### config.mk
export PLATFORM = sky130hd
export DESIGN_NAME = bra_ram
export DESIGN_NICKNAME = d
export VERILOG_FILES = /design/src/rtl/bra_ram.sv
export SDC_FILE = /design/constraint.sdc
export NUM_CORES = 2
export LEC_CHECK = 0
export BUFFER_PORTS_ARGS = -buffer_cell sky130_fd_sc_hd__buf_2
export CORE_AREA = 2 2 672 674
export CTS_CLUSTER_DIAMETER = 150
export DETAILED_ROUTE_END_ITERATION = 8
export DIE_AREA = 0 0 674 676
export GPL_TIMING_DRIVEN = 1
export REMOVE_ABC_BUFFERS = 1
export SLEW_MARGIN = 20
export SYNTH_ARGS = -nofsm -noshare
export SYNTH_HDL_FRONTEND = slang
export SYNTH_SLANG_ARGS = --single-unit
### constraint.sdc
create_clock -name clk -period 4.7 [get_ports clk]
set_input_delay 0 -clock clk [delete_from_list [all_inputs] [get_ports clk]]
set_output_delay 0 -clock clk [all_outputs]
set_load 0.02 [all_outputs]
### src/rtl/bra_ram.sv
// ----------------------------------------------------------------------------
// Bitmap run allocator RAM
// Simple dual-port RAM, one write port, one registered read port.
// ----------------------------------------------------------------------------
`timescale 1ns / 1ps

module bra_ram #(
    parameter int WIDTH = 32,
    parameter int DEPTH = 128,
    localparam int AW = (DEPTH > 1) ? $clog2(DEPTH) : 1
) (
    input  logic             clk,
    input  logic             wr_en,
    input  logic [AW-1:0]    wr_addr,
    input  logic [WIDTH-1:0] wr_data,
    input  logic             rd_en,
    input  logic [AW-1:0]    rd_addr,
    output logic [WIDTH-1:0] rd_data
);

    logic [WIDTH-1:0] mem [DEPTH];
    logic [WIDTH-1:0] rd_data_reg;

    // Write port
    always_ff @(posedge clk)
    begin
        if (wr_en)
        begin
            mem[wr_addr] <= wr_data;
        end
    end

    // Registered read port
    always_ff @(posedge clk)
    begin
        if (rd_en)
        begin
            rd_data_reg <= mem[rd_addr];
        end
    end

    assign rd_data = rd_data_reg;

endmodule

# Word level (Yosys, flattened, before mapping)
# Memory sizes are Yosys's and may differ from the RTL's. A register that Yosys moved wholly into a read port is not among the register bits.
# Cells that the tools add are included.
# classes
n_mux	2
# op_table
cell	count
1-bit two-way mux	2
# totals
regBits	0
ram_bits	4096
output_inout_bits	32
elab_cells	3
mem_count	1
# mem_list
name	words	word_bits	read_ports	rd_ports_with_merged_regs	write_ports	line	text
mem	128	32	1	1	1	21	logic [WIDTH-1:0] mem [DEPTH];

# Logic depth before layout (Yosys ltp)
# depth
ltp_word	2
mapped_depth	8
depth_no_buf	4

# Least setup slack after synthesis
# No wires, ideal clock.
# synth_path
path_kind	in2reg
start	input port wr_en
end	memory mem[98][0], enable pin
setup_time_ns	0.461
t_arrival_ns	2.778
t_required_ns	4.239
slack_ns	1.461
cell_stages	3
n_path_buf	1
cell_sequence	clkbuf_1 nand4_1 nor3_1
# synth_via
elab_chain_cells	2
# synth_rtl
item	line	text
start: declaration	13	input logic wr_en,
1-bit two-way mux	27	if (wr_en)
1-bit two-way mux (implied by the code)	29	mem[wr_addr] <= wr_data;
end: declaration	21	
# No other way between the ends.

# Worst setup path in the final report
# layout_path
start	input port wr_addr[3]
end	memory mem[41][16], enable pin
# layout_lines
item	line	text
start: declaration	14	input logic [AW-1:0] wr_addr,
# Straight into the memory's write port.

==> run summary <==
worst-path cell chain = dlygate4sd3_1 > buf_2 > nor2b_1 > nand2_1 > nor2_4 > buf_4
Peak supply drop = 0.316 mV
Final Critical Period = 3090 ps
Setup Skew = 65.8 ps
Setup TNS = 0 ps
pre-CTS WS = 842 ps
Critical-path top delay cell = nor2_4
Max Cap Viol = 0
drt first pass iters = 6
vias per cell = 5.57
Worst-Skew Late Latency = 970 ps
hold slack final = 96.7 ps
vias in the first global route = 72200
initial core utilization = 0.350
CORE AREA = 448000 sq um
largest net degree at the start of global routing = 89
Root Buffer = clkbuf_16
DRT antenna net count = 0
setup repair after global routing missed its margin = false
Post-Layout Cell Count = 12800
Final Max Slew Viols = 0
CP arrival = 3690 ps
share of cells above drive strength 1 = 0.356
Total GRT Usage = 0.185
Crit Path Class = in -> reg
post-route cell area = 181000 sq um
final setup margin = 1610 ps
GP Congestion = 0.809
Final nets = 6566
CTS clk-pin slew, worst paths = 60 ps
Hold Crit Class = in -> reg
Yosys reg bits = 4128
IO buf count = 80
H-tree levels = 5
CP Capture Type = flop
Relative slew margins = 0.229
fin crit share = 0.656
CTS tree = yes
die width = 674 um
met3 WL = 36.5 mm
clock buffer count from CTS = 409
wire per inst = 33.3 um
crit start category = input port
Syn. warnings = 0
Ports = 81
Final Setup Violations = 0
status = finished, final reports clean
routed vias = 71500
# DRC = 0
most frequent cells in the layout = edfxtp_1, mux4_2, clkbuf_16
cts repair resizes = 0
buffers plus inverters on the worst setup path = 3
mapped cell area = 157000 sq um
max FFs per register = 4096
most common cell after layout, fill and taps aside = edfxtp_1
Post-CTS Setup Bufs = 0
Top Layer Used = met5
placed cells = 12000
Synth cell types = 16
Power Density = 423 nW/um^2
cell count after synthesis = 5990
metal2 WL = 213 mm
Post-Route WL = 427 mm
CTS Hold Bufs = 46
Achievable Freq = 324 MHz
Worst-Margin Slew = 1160 ps
Clock Path Buffers = 4
P&R area growth vs syn = 15.4%
top cell family by delay on the critical path = simple AND/OR/NAND/NOR gates
Die Area = 456000 sq um
endpoints failing hold = 0
leakage power = 54.6 nW
global-route wire length before repair = 591 mm
crit-path max cell delay = 910 ps
post-detail-place hpwl = 244 mm
crit-path max FO = 13
Final Power = 76.4 mW
Overflow after GRT = 0
routed length on met1 = 166 mm
required time worst endpoint = 5300 ps
DR iter-0 viols = 10800
sequential area share after synthesis = 0.792
Die H = 676 um
Post-Syn Area per Cell = 26.1 sq um
Post-DP Area = 167000 sq um
initial antenna violation count = 69
Rows = 246
clk sink count = 4128
fin util = 0.403
==> path summary, 6_finish.rpt <==
check / start / endpoint / slack (ps) / depth (start not counted)
setup / recovery: wr_addr[3] / mem[41][16] / 1610 / 6
hold / removal: rd_addr[3] / rd_data[11] / 100 / 3
setup reg to reg: mem[53][22] / rd_data[22] / 1870 / 4
hold reg to reg: mem[21][28] / rd_data[28] / 1230 / 4
==> cell usage after synthesis <==
| library cell | number | share of area |
|---|---|---|
| or3_1 | 1 | 0.000040 |
| mux4_2 | 1344 | 0.19 |
| nand2_1 | 14 | 0.00034 |
| nor2b_1 | 7 | 0.00028 |
| nand2b_1 | 2 | 0.000080 |
| buf_1 | 50 | 0.0012 |
| buf_6 | 2 | 0.00014 |
| nor3_1 | 9 | 0.00029 |
| buf_2 | 79 | 0.0025 |
| buf_4 | 3 | 0.00014 |
| clkbuf_1 | 182 | 0.0044 |
| mux2_2 | 32 | 0.0023 |
| nand4_1 | 3 | 0.00012 |
| edfxtp_1 | 4128 | 0.79 |
| nand3_1 | 12 | 0.00038 |
| nor2_1 | 122 | 0.0029 |
==> worst reg2reg max path: cells and delay by family (launching register included) <==
family | cells | cell delay (ps)
muxes | 4 | 2150
DFF | 1 | 380
==> per-layer routing <==
metal	up-vias	global-route usage
li1	27500	-
met1	39700	0.253
met2	3661	0.311
met3	570	0.0294
met4	14	0.0460
met5	-	0.00168
==> layout make-up <==
class	instances	area (sq um)
clock buffers	502	10600
multi-input cells	1546	32300
well taps	5952	7450
fillers	38300	267000
diodes	26	65.1
clock inverters	249	2130
repair buffers	432	4100
flip-flops and latches	4128	124000
==> power by group <==
| part | total [mW] | internal, mW | switching [mW] |
|---|---|---|---|
| Combinational | 4.10 | 1.54 | 2.56 |
| Sequential | 40.8 | 40.7 | 0.114 |
| Clock | 31.5 | 17.8 | 13.7 |
==> kinds of logic (layout without fill, tap and decap cells) <==
family | count (synthesis) | after routing | synth area share
flip-flops | 4128 | 4128 | 0.792
multiplexers | 1376 | 1376 | 0.196
buffers and inverters | 316 | 1183 | 0.00837
AND/OR/NAND/NOR | 170 | 170 | 0.00445
other | 0 | 26 | 0
Note: power is estimated with default switching activity, not from simulation.
