<file path="config.mk">
export PLATFORM = sky130hd
export DESIGN_NAME = bra_ctrl
export DESIGN_NICKNAME = d
export VERILOG_FILES = /design/src/rtl/bra_pkg.sv /design/src/rtl/bra_ctrl.sv
export SDC_FILE = /design/constraint.sdc
export NUM_CORES = 1
export LEC_CHECK = 0
export BUFFER_PORTS_ARGS = -buffer_cell sky130_fd_sc_hd__buf_2
export CAP_MARGIN = 20
export CELL_PAD_IN_SITES_DETAIL_PLACEMENT = 1
export CELL_PAD_IN_SITES_GLOBAL_PLACEMENT = 2
export CORE_MARGIN = 2
export CORE_UTILIZATION = 19
export DETAILED_ROUTE_END_ITERATION = 8
export PLACE_DENSITY_LB_ADDON = 0.1
export SLEW_MARGIN = 20
export SYNTH_ARGS = -nofsm -noshare
export SYNTH_HDL_FRONTEND = slang
export SYNTH_SLANG_ARGS = --single-unit
</file>
<file path="constraint.sdc">
create_clock -name clk -period 1.3 [get_ports clk]
set_input_delay 0.065 -clock clk [delete_from_list [all_inputs] [get_ports clk]]
set_output_delay 0.065 -clock clk [all_outputs]
set_load 0.01 [all_outputs]
</file>
<file path="src/rtl/bra_pkg.sv">
// ----------------------------------------------------------------------------
// Bitmap run allocator package
// Request and response types, codes and fixed field widths.
// ----------------------------------------------------------------------------
`timescale 1ns / 1ps

package bra_pkg;

    // Field widths
    localparam int TYPE_W   = 2;
    localparam int START_W  = 12;
    localparam int COUNT_W  = 13;
    localparam int STATUS_W = 2;
    localparam int OFF_W    = 12;

    // Bitmap word geometry
    localparam int WORD_BITS = 32;
    localparam int WORD_LSB  = 5;
    localparam int TCNT_W    = 6;

    // Request types
    localparam logic [TYPE_W-1:0] REQ_CLEAR = 2'd0;
    localparam logic [TYPE_W-1:0] REQ_SET   = 2'd1;
    localparam logic [TYPE_W-1:0] REQ_TEST  = 2'd2;
    localparam logic [TYPE_W-1:0] REQ_FIND  = 2'd3;

    // Response status codes
    localparam logic [STATUS_W-1:0] ST_OK        = 2'd0;
    localparam logic [STATUS_W-1:0] ST_BIT_SET   = 2'd1;
    localparam logic [STATUS_W-1:0] ST_NOT_FOUND = 2'd2;
    localparam logic [STATUS_W-1:0] ST_RANGE     = 2'd3;

    typedef struct packed {
        logic [TYPE_W-1:0]  req_type;
        logic [START_W-1:0] start_bit;
        logic [COUNT_W-1:0] bit_count;
        logic [COUNT_W-1:0] run_length;
    } bra_req_t;

    typedef struct packed {
        logic [STATUS_W-1:0] status;
        logic [OFF_W-1:0]    run_offset;
    } bra_rsp_t;

    // Controller to datapath commands
    typedef struct packed {
        logic init_wr;
        logic load_req;
        logic scan_first;
        logic scan_step;
        logic load_result;
    } bra_cmd_t;

    // Datapath to controller status
    typedef struct packed {
        logic init_last;
        logic range_err;
        logic empty;
        logic scan_last;
    } bra_sts_t;

endpackage

</file>
<file path="src/rtl/bra_ctrl.sv">
// ----------------------------------------------------------------------------
// Bitmap run allocator controller
// Sequences the clearing pass, request load, word scan and response hand-off.
// ----------------------------------------------------------------------------
`timescale 1ns / 1ps

module bra_ctrl (
    input  logic              clk,
    input  logic              rst_n,
    input  logic              req_valid,
    output logic              req_ready,
    output logic              rsp_valid,
    input  logic              rsp_ready,
    output bra_pkg::bra_cmd_t cmd,
    input  bra_pkg::bra_sts_t sts
);

    import bra_pkg::*;

    typedef enum logic [2:0] {
        S_INIT,
        S_IDLE,
        S_SETUP,
        S_SCAN,
        S_DONE
    } state_t;

    state_t state_reg;
    state_t state_next;
    logic   rsp_valid_reg;
    logic   rsp_valid_next;

    // Next state and command decode
    always_comb
    begin
        state_next = state_reg;
        cmd        = '0;
        case (state_reg)
            S_INIT:
            begin
                cmd.init_wr = 1'b1;
                if (sts.init_last)
                begin
                    state_next = S_IDLE;
                end
            end
            S_IDLE:
            begin
                cmd.load_req = req_valid;
                if (req_valid)
                begin
                    state_next = S_SETUP;
                end
            end
            S_SETUP:
            begin
                if (sts.range_err || sts.empty)
                begin
                    state_next = S_DONE;
                end
                else
                begin
                    cmd.scan_first = 1'b1;
                    state_next     = S_SCAN;
                end
            end
            S_SCAN:
            begin
                cmd.scan_step = 1'b1;
                if (sts.scan_last)
                begin
                    state_next = S_DONE;
                end
            end
            S_DONE:
            begin
                cmd.load_result = !rsp_valid_reg || rsp_ready;
                if (!rsp_valid_reg || rsp_ready)
                begin
                    state_next = S_IDLE;
                end
            end
            default:
            begin
                state_next = S_INIT;
            end
        endcase
    end

    // Response valid: set on load, cleared when taken
    always_comb
    begin
        if (cmd.load_result)
        begin
            rsp_valid_next = 1'b1;
        end
        else if (rsp_ready)
        begin
            rsp_valid_next = 1'b0;
        end
        else
        begin
            rsp_valid_next = rsp_valid_reg;
        end
    end

    // State and registered outputs
    always_ff @(posedge clk or negedge rst_n)
    begin
        if (!rst_n)
        begin
            state_reg     <= S_INIT;
            rsp_valid_reg <= 1'b0;
        end
        else
        begin
            state_reg     <= state_next;
            rsp_valid_reg <= rsp_valid_next;
        end
    end

    assign req_ready = (state_reg == S_IDLE);
    assign rsp_valid = rsp_valid_reg;

endmodule

</file>
; ---- Word level (Yosys, flattened, before mapping)
; Index checks and enable logic that the tools add are counted.
[word_totals]
output_inout_bits = 7
reg_bits = 4
wordCells = 30
[classes]
eq_ne = 8
n_mux = 14
reduce_logical = 6
[op_table]
columns = operator, n
row1 = 2-to-1 mux 3 bit, 5
row2 = one-hot mux 3 bit (5 select lines), 1
row3 = 2-to-1 mux 1 bit, 8
row4 = != test 2 bit (second input constant), 4
row5 = equality test 3 x 2 -> 1 bit (second input constant), 2
row6 = AND reduction 4 bit, 1
row7 = equality test 3 x 1 -> 1 bit (second input constant), 1
row8 = equality test 3 bit (second input constant), 1
row9 = logical NOT 3 bit, 1
row10 = logical OR 1 bit, 2
row11 = nonzero test 2 bit, 1
row12 = logical NOT 1 bit, 1

; ---- Longest topological paths before layout
; Gate-level depths: netlist of run 1.
[depth]
depth_word = 4
depth_mapped = 4
ltp_nobuf = 3

; ---- Least setup slack after synthesis of run 1
; Ideal clock, no wire load.
[synth_timing]
kind = register -> register
start = reg state_reg[0]
end = reg state_reg[0]
required_ps = 1225
path_slack_ps = 35
arrival_ps = 1190
stages_incl_launch_ff = 4
cell_sequence = dfrtp_1 clkbuf_1 mux4_2 o21bai_2
[synth_via]
elab_chain_cells = 3
elab_cells_between_ends = 11
classes_between = eq/ne (8) / mux (1) / reduce/logical (2)
[synth_lines]
columns = element, line
row1 = start: declaration, bra_ctrl.sv:28  ; state_t state_reg;
row2 = start signal: assignment, bra_ctrl.sv:117  ; state_reg <= state_next;
row3 = equality test 3 bit (tied with other cells), bra_ctrl.sv:38  ; case (state_reg)
row4 = != test 2 bit (no line), -
row5 = AND reduction 4 bit (no line), -
; Parallel ways exist; a longest one is shown, timed or not.
; A chain may end at the register's enable or synchronous reset.

==> results of run 1 <==
## power by group through the flow
stage	logic (mW)	registers, mW	clock network (mW)
CTS	0.385	0.309	0.163
global route	0.455	0.344	0.172
finish	0.410	0.321	0.154
floorplan	0.344	0.205	0
global placement	0.375	0.294	0
detailed placement	0.377	0.303	0
## layout make-up
cell class / instances / area, um^2
inverter: 1 / 3.75
timing repair buffer: 16 / 87.6
clock buffer: 3 / 22.5
sequential: 4 / 104
multi-input combinational: 22 / 164
fill: 163 / 917
tap: 15 / 18.8
## worst paths after layout
kind                                            end  slack, ns  cells after the start
min in group asynchronous  state_reg[2]$_DFFE_PN0P_       0.16                      2
max in group asynchronous  state_reg[1]$_DFFE_PN0P_       1.00                      2
setup / recovery                             cmd[0]       0.09                      3
hold / removal                rsp_valid$_DFFE_PN0P_       0.13                      3
hold reg to reg            state_reg[1]$_DFFE_PN0P_       0.52                      1
setup reg to reg           state_reg[0]$_DFFE_PN0P_       0.11                      2
## per-layer routing
metal | share of wire | wire length, um | up-vias
li1 | - | - | 135
met1 | 0.38 | 270 | 127
met2 | 0.56 | 401 | 6
met3 | 0.033 | 24 | 2
met4 | 0.029 | 21 | 0
met5 | 0 | 0 | -
## repair_timing
action / CTS / global route
setup buffers: 0 / 1
hold buffers: 1 / 0
gates resized for setup: 3 / 3
endpoints found under the hold margin: 4 / 0
endpoints found under the setup margin: 2 / 3
## critical path: stages (launching register included)
cell and delay, ns:
dfrtp_2 0.47, nor2_4 0.13, and3_1 0.18, buf_2 0.13
## synth_stat cells (all sizes together)
cell    count
a21oi       1
and3        1
and3b       2
buf         1
clkbuf      3
dfrtp       4
inv         1
mux4        1
nand2       3
nand2b      2
nor2        1
nor2b       3
nor3        3
nor3b       1
o21ai       1
o21bai      1
o32ai       1
or2         1
## cell families (layout without fill, tap and decap cells)
| family | count (synthesis) | after routing | share of synthesized area |
|---|---|---|---|
| AND/OR/NAND/NOR | 17 | 17 | 0.361 |
| flip-flops | 4 | 4 | 0.365 |
| AO/OA/AOI/OAI | 4 | 4 | 0.110 |
| buffers and inverters | 5 | 20 | 0.0822 |
| multiplexers | 1 | 1 | 0.0822 |
==> run summary, run 1 <==
Sequential Power Share -> 0.363
max-cap violations -> 0
setup ws final -> 0.0855 ns
H-tree depth -> 1
residual DRC count -> 0
number of flip-flops under the largest register name -> 3
Yosys Warn Count -> 0
Slew Limit Headroom -> 0.828
most frequent cells in the layout -> buf_2, nor2b_1, nand2_1, clkbuf_4, dfrtp_2
IO buf count -> 14
Die ar. -> 1760 um^2
post-detailed-routing wire length -> 717 um
GR peak layer -> met2
fin crit period -> 1.21 ns
Wirelength per Cell -> 11.8 um
unrepaired setup endpoints after global routing -> true
CP Capture Type -> output pin
VDD IR max -> 0.000670 V
HPWL after DPL -> 573 um
Unique masters post-synth -> 18
Worst EP arrival -> 1.15 ns
Syn Std Cell Area -> 274 um^2
final hold violations -> 0
GR met3 Demand/Resource -> 0.0259
vias in the first global route -> 309
CTS Buf Count -> 3
CP max FO -> 10
Mapped Cells -> 31
first-pass GRT wire length -> 1.34 mm
n_diodes -> 0
Clock Latency Late Sink -> 0.23 ns
final antenna-violating net count -> 0
Pleak -> 0.201 nW
Cell Pwr Density -> 2210 nW/um^2
clk slew on worst S/H paths -> 0.04 ns
Critical Path RT -> 1.24 ns
TritonCTS clock tree -> yes
initial core utilization -> 0.208
Fin Setup TNS -> 0 ns
Cell Count Post-Placement -> 56
Mapped Nets -> 39
most common cell after layout, fill and taps aside -> buf_2
Worst Setup SP -> state_reg[0]$_DFFE_PN0P_
M1 GR Usage -> 0.103
top cell type's share of synthesized area -> 0.365
Root Driver -> clkbuf_4
post-synthesis sequential area ratio -> 0.365
chip width -> 42.0 um
status -> finished, final reports clean
worst r2r src -> state_reg[0]$_DFFE_PN0P_
WHS -> 0.135 ns
Initial DRC Count -> 2
vias -> 270
Core Region -> 1320 um^2
gr usage total -> 0.107
dpl ws -> 0.0696 ns
Switch Pwr -> 360 uW
Logic pwr share -> 0.463
Slew Viols, Final -> 0
critical path startpoint category -> register
Final Cell Area -> 400 um^2
layout cells sized above 1 -> 0.543
largest net degree at the start of global routing -> 11
DRT Pass-1 Iters -> 2
Final setup viols -> 0
fin util -> 0.304
Worst-Margin Slew -> 0.257 ns
grt ovf -> 0
area leader, netlist -> dfrtp_1
Max clock buf depth -> 2
FF+latch count, synth -> 4
Finished Layout Cells -> 61
Int Pwr -> 525 uW
GR Util met2 -> 0.169
Worst Hold Class -> primary input to register
row count -> 13
switching share of total power -> 0.407
total clock sinks -> 4
Achievable Freq -> 0.823 GHz
Tcrit/Tclk final -> 0.934
Avg Inst Size Synth -> 8.84 um^2
Area contributors post-synth -> dfrtp_1, mux4_2, nor2b_1
hold_sp -> rsp_ready
Area growth, synth to finish -> 46.1%
initial antenna violation count -> 0
Clk pwr share -> 0.175
routability cong. -> 0.715
number of nets in the layout -> 56
Vias/cell -> 4.43
Vert. Die Dim -> 42.0 um
Placed Area -> 344 um^2
Setup Crit Path Kind -> register to output pin
Setup Skew -> 0.00495 ns
I/O pin cnt -> 15
Tot Pwr -> 885 uW
Note: power is estimated with default switching activity, not from simulation.
==> inputs of run 2 (changes only) <==
Settings changed: ABC_AREA set to 1, BUFFER_PORTS_ARGS -buffer_cell sky130_fd_sc_hd__buf_2 to not set, CORE_AREA set to 2 2 39 41, CORE_MARGIN 2 to not set, CORE_UTILIZATION 19 to not set, DIE_AREA set to 0 0 41 43, DONT_BUFFER_PORTS set to 1.
==> run 2 against run 1 <==
Compared with the run above:
- first-iteration DRC count unchanged
- global-route usage up 0.44 points
- fmax down 0.70%
- critical endpoint unchanged
- die area about the same
- register-to-register slack better by 0.07 ns
- non-clock buffer count down 13
- sequential cell count unchanged
- count of clock-buffer cells in the layout unchanged
==> run summary, run 2 <==
Area growth, synth to finish -> 24.7%
most frequent CP cell -> nor2_2
Syn Std Cell Area -> 274 um^2
Post-synth EDFFs -> 0
row count -> 14
ys flop type -> dfrtp_1
Setup Skew -> 0.00688 ns
CP max FO -> 5
n_diodes -> 0
Cell Count Post-Placement -> 57
number of flip-flops under the largest register name -> 3
area leader, netlist -> dfrtp_1
VDD IR max -> 0.000674 V
async set-reset flop share out of synthesis -> 1.00
critical path startpoint category -> register
FF+latch count, synth -> 4
Synth Area in Compound Gates -> 0.0731
I/O pin cnt -> 15
HPWL after DPL -> 606 um
most common cell after layout, fill and taps aside -> inv_1
gr usage total -> 0.112
number of nets in the layout -> 56
Slew Limit Headroom -> 0.753
Slew Viols, Final -> 0
residual DRC count -> 0
CP Cell Sequence -> nor2_2 > buf_4 > nand2_1 > nor2_2
Initial DRC Count -> 2
Core Region -> 1380 um^2
Max clock buf depth -> 2
Clock Latency Late Sink -> 0.24 ns
Critical Path RT -> 1.24 ns
Vert. Die Dim -> 43 um
Setup Crit Path Kind -> register to output pin
DRT Pass-1 Iters -> 2
layout cells sized above 1 -> 0.283
CP Buf/Inv Count -> 1
most frequent cells in the layout -> inv_1, nand2_1, nor2_1, nor2_2, nand3_1
Area contributors post-synth -> dfrtp_1, inv_1, nor2_2
top cell type's share of synthesized area -> 0.365
Synth Area in XOR/XNOR -> 0
Root Driver -> clkbuf_4
Tot Pwr -> 828 uW
met3 routed wirelength -> 33 um
Critical-path top delay cell -> dfrtp_2
vias -> 260
H-tree depth -> 1
worst r2r src -> rsp_valid$_DFFE_PN0P_
highest routed layer -> met4
metal2 WL -> 381 um
Finished Layout Cells -> 62
unrepaired setup endpoints after global routing -> false
hold_sp -> sts[0]
CP peak stage delay -> 0.43 ns
final antenna-violating net count -> 0
IO buf count -> 0
Wirelength per Cell -> 12.0 um
first-pass GRT wire length -> 1.31 mm
Tcrit/Tclk final -> 0.941
Vias/cell -> 4.19
Worst Hold Class -> primary input to register
largest family of logic cells by synthesized area -> simple AND/OR/NAND/NOR gates
FF-to-FF setup slack -> 0.18 ns
Worst EP arrival -> 1.16 ns
fin crit period -> 1.22 ns
post-detailed-routing wire length -> 747 um
vias in the first global route -> 313
fin util -> 0.247
count leader, synth -> inv_1
Worst-Margin Slew -> 0.368 ns
final hold violations -> 0
Fillers -> 179
simple-gate share of the synthesized area -> 0.411
Fin Setup TNS -> 0 ns
max-cap violations -> 0
routability cong. -> 0.702
clk slew on worst S/H paths -> 0.03 ns
grt ovf -> 0
Cell Pwr Density -> 2420 nW/um^2
Yosys Warn Count -> 0
mux cell area share after synthesis -> 0
CP Capture Type -> output pin
post-synthesis sequential area ratio -> 0.365
Mapped Cells -> 41
Unique masters post-synth -> 14
post-synthesis adder-cell area fraction -> 0
chip width -> 41 um
Pleak -> 0.173 nW
total clock sinks -> 4
Final setup viols -> 0
Achievable Freq -> 0.818 GHz
cell family with most CP delay -> flip-flops
Mapped Nets -> 49
Avg Inst Size Synth -> 6.68 um^2
WHS -> 0.0102 ns
largest net degree at the start of global routing -> 6
initial core utilization -> 0.198
CTS Buf Count -> 3
met1 wire length -> 311 um
Worst Setup SP -> state_reg[1]$_DFFE_PN0P_
Die ar. -> 1760 um^2
TritonCTS clock tree -> yes
status -> finished, final reports clean
initial antenna violation count -> 0
top cell types by occurrence after synthesis -> inv_1, nand2_1, nor2_1
[run 2: worst paths after layout]
path / end / cells past startpoint
setup / recovery: cmd[0] / 4
min in group asynchronous: state_reg[2]$_DFFE_PN0P_ / 1
max in group asynchronous: state_reg[1]$_DFFE_PN0P_ / 1
setup reg to reg: state_reg[1]$_DFFE_PN0P_ / 7
hold / removal: state_reg[1]$_DFFE_PN0P_ / 3
hold reg to reg: rsp_valid$_DFFE_PN0P_ / 2
[run 2: logic make-up after synthesis]
family | Yosys count
compound gates | 4
buf+inv | 10
flops | 4
simple gates | 23
[run 2: area by class of cell]
class | count | area (um^2) | share of cell area
clock buffer | 3 | 22.5 | 0.0659
multi-input combinational | 27 | 135 | 0.396
sequential | 4 | 103 | 0.300
inverter | 9 | 33.8 | 0.0989
tap | 16 | 20.0 | 0.0586
timing repair buffer | 3 | 27.5 | 0.0806
[run 2: power by group]
| group | internal [mW] | switching (mW) |
|---|---|---|
| Sequential | 0.189 | 0.0760 |
| Combinational | 0.139 | 0.266 |
| Clock | 0.103 | 0.0540 |
| Total | 0.432 | 0.396 |
[run 2: tightest hold or removal path, cell delays in order]
cell and delay [ns]:
nor2_2 0.03, inv_1 0.05, nand2_1 0.06
[run 2: timing repair]
action,CTS,global route
gates resized for setup,1,2
buffers inserted,0,0
hold endpoints to repair,5,0
setup endpoints to repair,1,1
hold buffers,2,0
pin swaps,0,1
[run 2: metal layers]
layer,global-route usage,vias to the layer above
met3,0.00524,2
met5,0,-
li1,-,138
met1,0.146,113
met2,0.156,7
met4,0.100,0
[run 2: per-stage QoR]
stage	setup slack, ns	cell area (um^2)
final	0.0768	342
after floorplan	0.297	274
after global placement	0.215	294
after global routing	0.00122	342
after detailed placement	0.170	294
after CTS	0.0220	339
==> inputs of run 3 (changes only) <==
Settings changed: ABC_AREA 1 to not set, CORE_AREA 2 2 39 41 to 3 3 40 42, DIE_AREA 0 0 41 43 to 0 0 43 45.
==> run 3 against run 2 <==
Compared with the run above:
- wire length shrank 5.6%
- first-iteration DRC count rose by 50%
- count of clock-buffer cells in the layout unchanged
- clock skew down 0.0054 ns
==> run summary, run 3 (synthesis results as in run 1) <==
n_diodes -> 0
CP Capture Type -> output pin
Max clock buf depth -> 2
Vert. Die Dim -> 45 um
final antenna-violating net count -> 0
Clk pwr share -> 0.190
total clock sinks -> 4
fin crit period -> 1.22 ns
CP peak stage delay -> 0.49 ns
Logic pwr share -> 0.420
initial core utilization -> 0.213
layout cells sized above 1 -> 0.313
grt ovf -> 0
Critical Path RT -> 1.24 ns
residual DRC count -> 0
most frequent cells in the layout -> nor2b_1, nand2_1, clkbuf_4, dfrtp_1
CTS Buf Count -> 3
unrepaired setup endpoints after global routing -> false
Clock Latency Late Sink -> 0.23 ns
number of nets in the layout -> 42
CP Buf/Inv Count -> 0
final hold violations -> 0
Sequential Power Share -> 0.389
Final setup viols -> 0
Tcrit/Tclk final -> 0.940
max-cap violations -> 0
Pleak -> 0.143 nW
routability cong. -> 0.636
Slew Viols, Final -> 0
Critical-path top delay cell -> dfrtp_1
Tot Pwr -> 801 uW
vias in the first global route -> 253
status -> finished, final reports clean
Fin Setup TNS -> 0 ns
Root Driver -> clkbuf_4
critical path startpoint category -> register
Vias/cell -> 4.66
IO buf count -> 0
I/O pin cnt -> 15
Min-Delay Endpoint -> state_reg[1]$_DFFE_PN0P_
FF-to-FF setup slack -> 0.12 ns
reg2reg end -> state_reg[0]$_DFFE_PN0P_
Slew Limit Headroom -> 0.774
Die ar. -> 1940 um^2
post-detailed-routing wire length -> 705 um
initial antenna violation count -> 0
CP Cell Sequence -> nand2b_1 > nor3_2
largest net degree at the start of global routing -> 10
first-pass GRT wire length -> 1.14 mm
Initial DRC Count -> 3
row count -> 13
TritonCTS clock tree -> yes
Core Region -> 1280 um^2
H-tree depth -> 1
worst r2r src -> state_reg[0]$_DFFE_PN0P_
vias -> 219
Achievable Freq -> 0.818 GHz
cell family with most CP delay -> flip-flops
Area growth, synth to finish -> 20.5%
Int Pwr -> 458 uW
Cell Pwr Density -> 2420 nW/um^2
number of flip-flops under the largest register name -> 3
Switch Pwr -> 342 uW
Wirelength per Cell -> 15.0 um
Setup Skew -> 0.00151 ns
switching share of total power -> 0.428
CP max FO -> 9
clk slew on worst S/H paths -> 0.04 ns
Worst Hold Depth -> 3
R2R cell count -> 2
Worst Hold Class -> primary input to register
Worst-Margin Slew -> 0.339 ns
Setup Crit Path Kind -> register to output pin
gr usage total -> 0.0828
Post-CTS Setup Repair Bufs -> 0
hold_sp -> sts[2]
Worst EP arrival -> 1.16 ns
DRT Pass-1 Iters -> 2
VDD IR max -> 0.000579 V
Fillers -> 154
chip width -> 43 um
[run 3: timing repair]
action                                  4_1_cts  5_1_grt
resized for setup                             1        3
gates cloned                                  0        0
endpoints found under the setup margin        1        2
hold buffers                                  1        0
endpoints found under the hold margin         4        0
[run 3: worst reg2reg max path: stages (launching register included)]
cell and delay (ns):
dfrtp_1 0.44, mux4_2 0.56, o21bai_2 0.11
[run 3: metrics by stage]
stage | hold slack [ns] | setup slack, ns | utilization | instances | instance area (um^2)
3_5_place_dp | -0.230 | 0.123 | 0.219 | 43 | 282
2_1_floorplan | -0.231 | 0.0348 | - | 31 | 274
5_1_grt | 0.0540 | 0.0256 | 0.257 | 47 | 330
6_report | 0.0409 | 0.0777 | 0.257 | 47 | 330
3_3_place_gp | -0.230 | 0.106 | 0.219 | 43 | 282
4_1_cts | 0.0379 | 0.0145 | 0.248 | 47 | 319
[run 3: layout make-up]
cell class	count	area [um^2]	area share
well taps	15	18.8	0.0568
repair buffers	2	17.5	0.0530
flip-flops and latches	4	101	0.307
clock buffers	3	22.5	0.0682
inverters	1	3.75	0.0114
multi-input cells	22	166	0.504
[run 3: how the worst max path moves through the flow]
stage	start	endpoint	slack [ns]	cells past startpoint
finish	state_reg[2]$_DFFE_PN0P_	cmd[2]	0.08	2
global route	state_reg[2]$_DFFE_PN0P_	cmd[2]	0.03	2
CTS	state_reg[0]$_DFFE_PN0P_	req_ready	0.01	2
detailed placement	state_reg[0]$_DFFE_PN0P_	state_reg[0]$_DFFE_PN0P_	0.12	2
global placement	state_reg[0]$_DFFE_PN0P_	state_reg[0]$_DFFE_PN0P_	0.11	2
floorplan	state_reg[0]$_DFFE_PN0P_	state_reg[0]$_DFFE_PN0P_	0.03	3
[run 3: per-layer routing]
layer | up-vias | GRT usage | share of wire | wire [um]
met5 | - | 0 | 0 | 0
met1 | 106 | 0.0929 | 0.46 | 322
met4 | 0 | 0.0904 | 0 | 0
met2 | 5 | 0.126 | 0.51 | 359
li1 | 108 | - | - | -
met3 | 0 | 0.0159 | 0.033 | 23
[run 3: power by group through the flow]
stage / Sequential (mW) / Combinational (mW) / Clock (mW)
floorplan: 0.205 / 0.344 / 0
global placement: 0.304 / 0.319 / 0
detailed placement: 0.301 / 0.316 / 0
CTS: 0.299 / 0.326 / 0.164
global route: 0.327 / 0.375 / 0.165
finish: 0.312 / 0.336 / 0.152
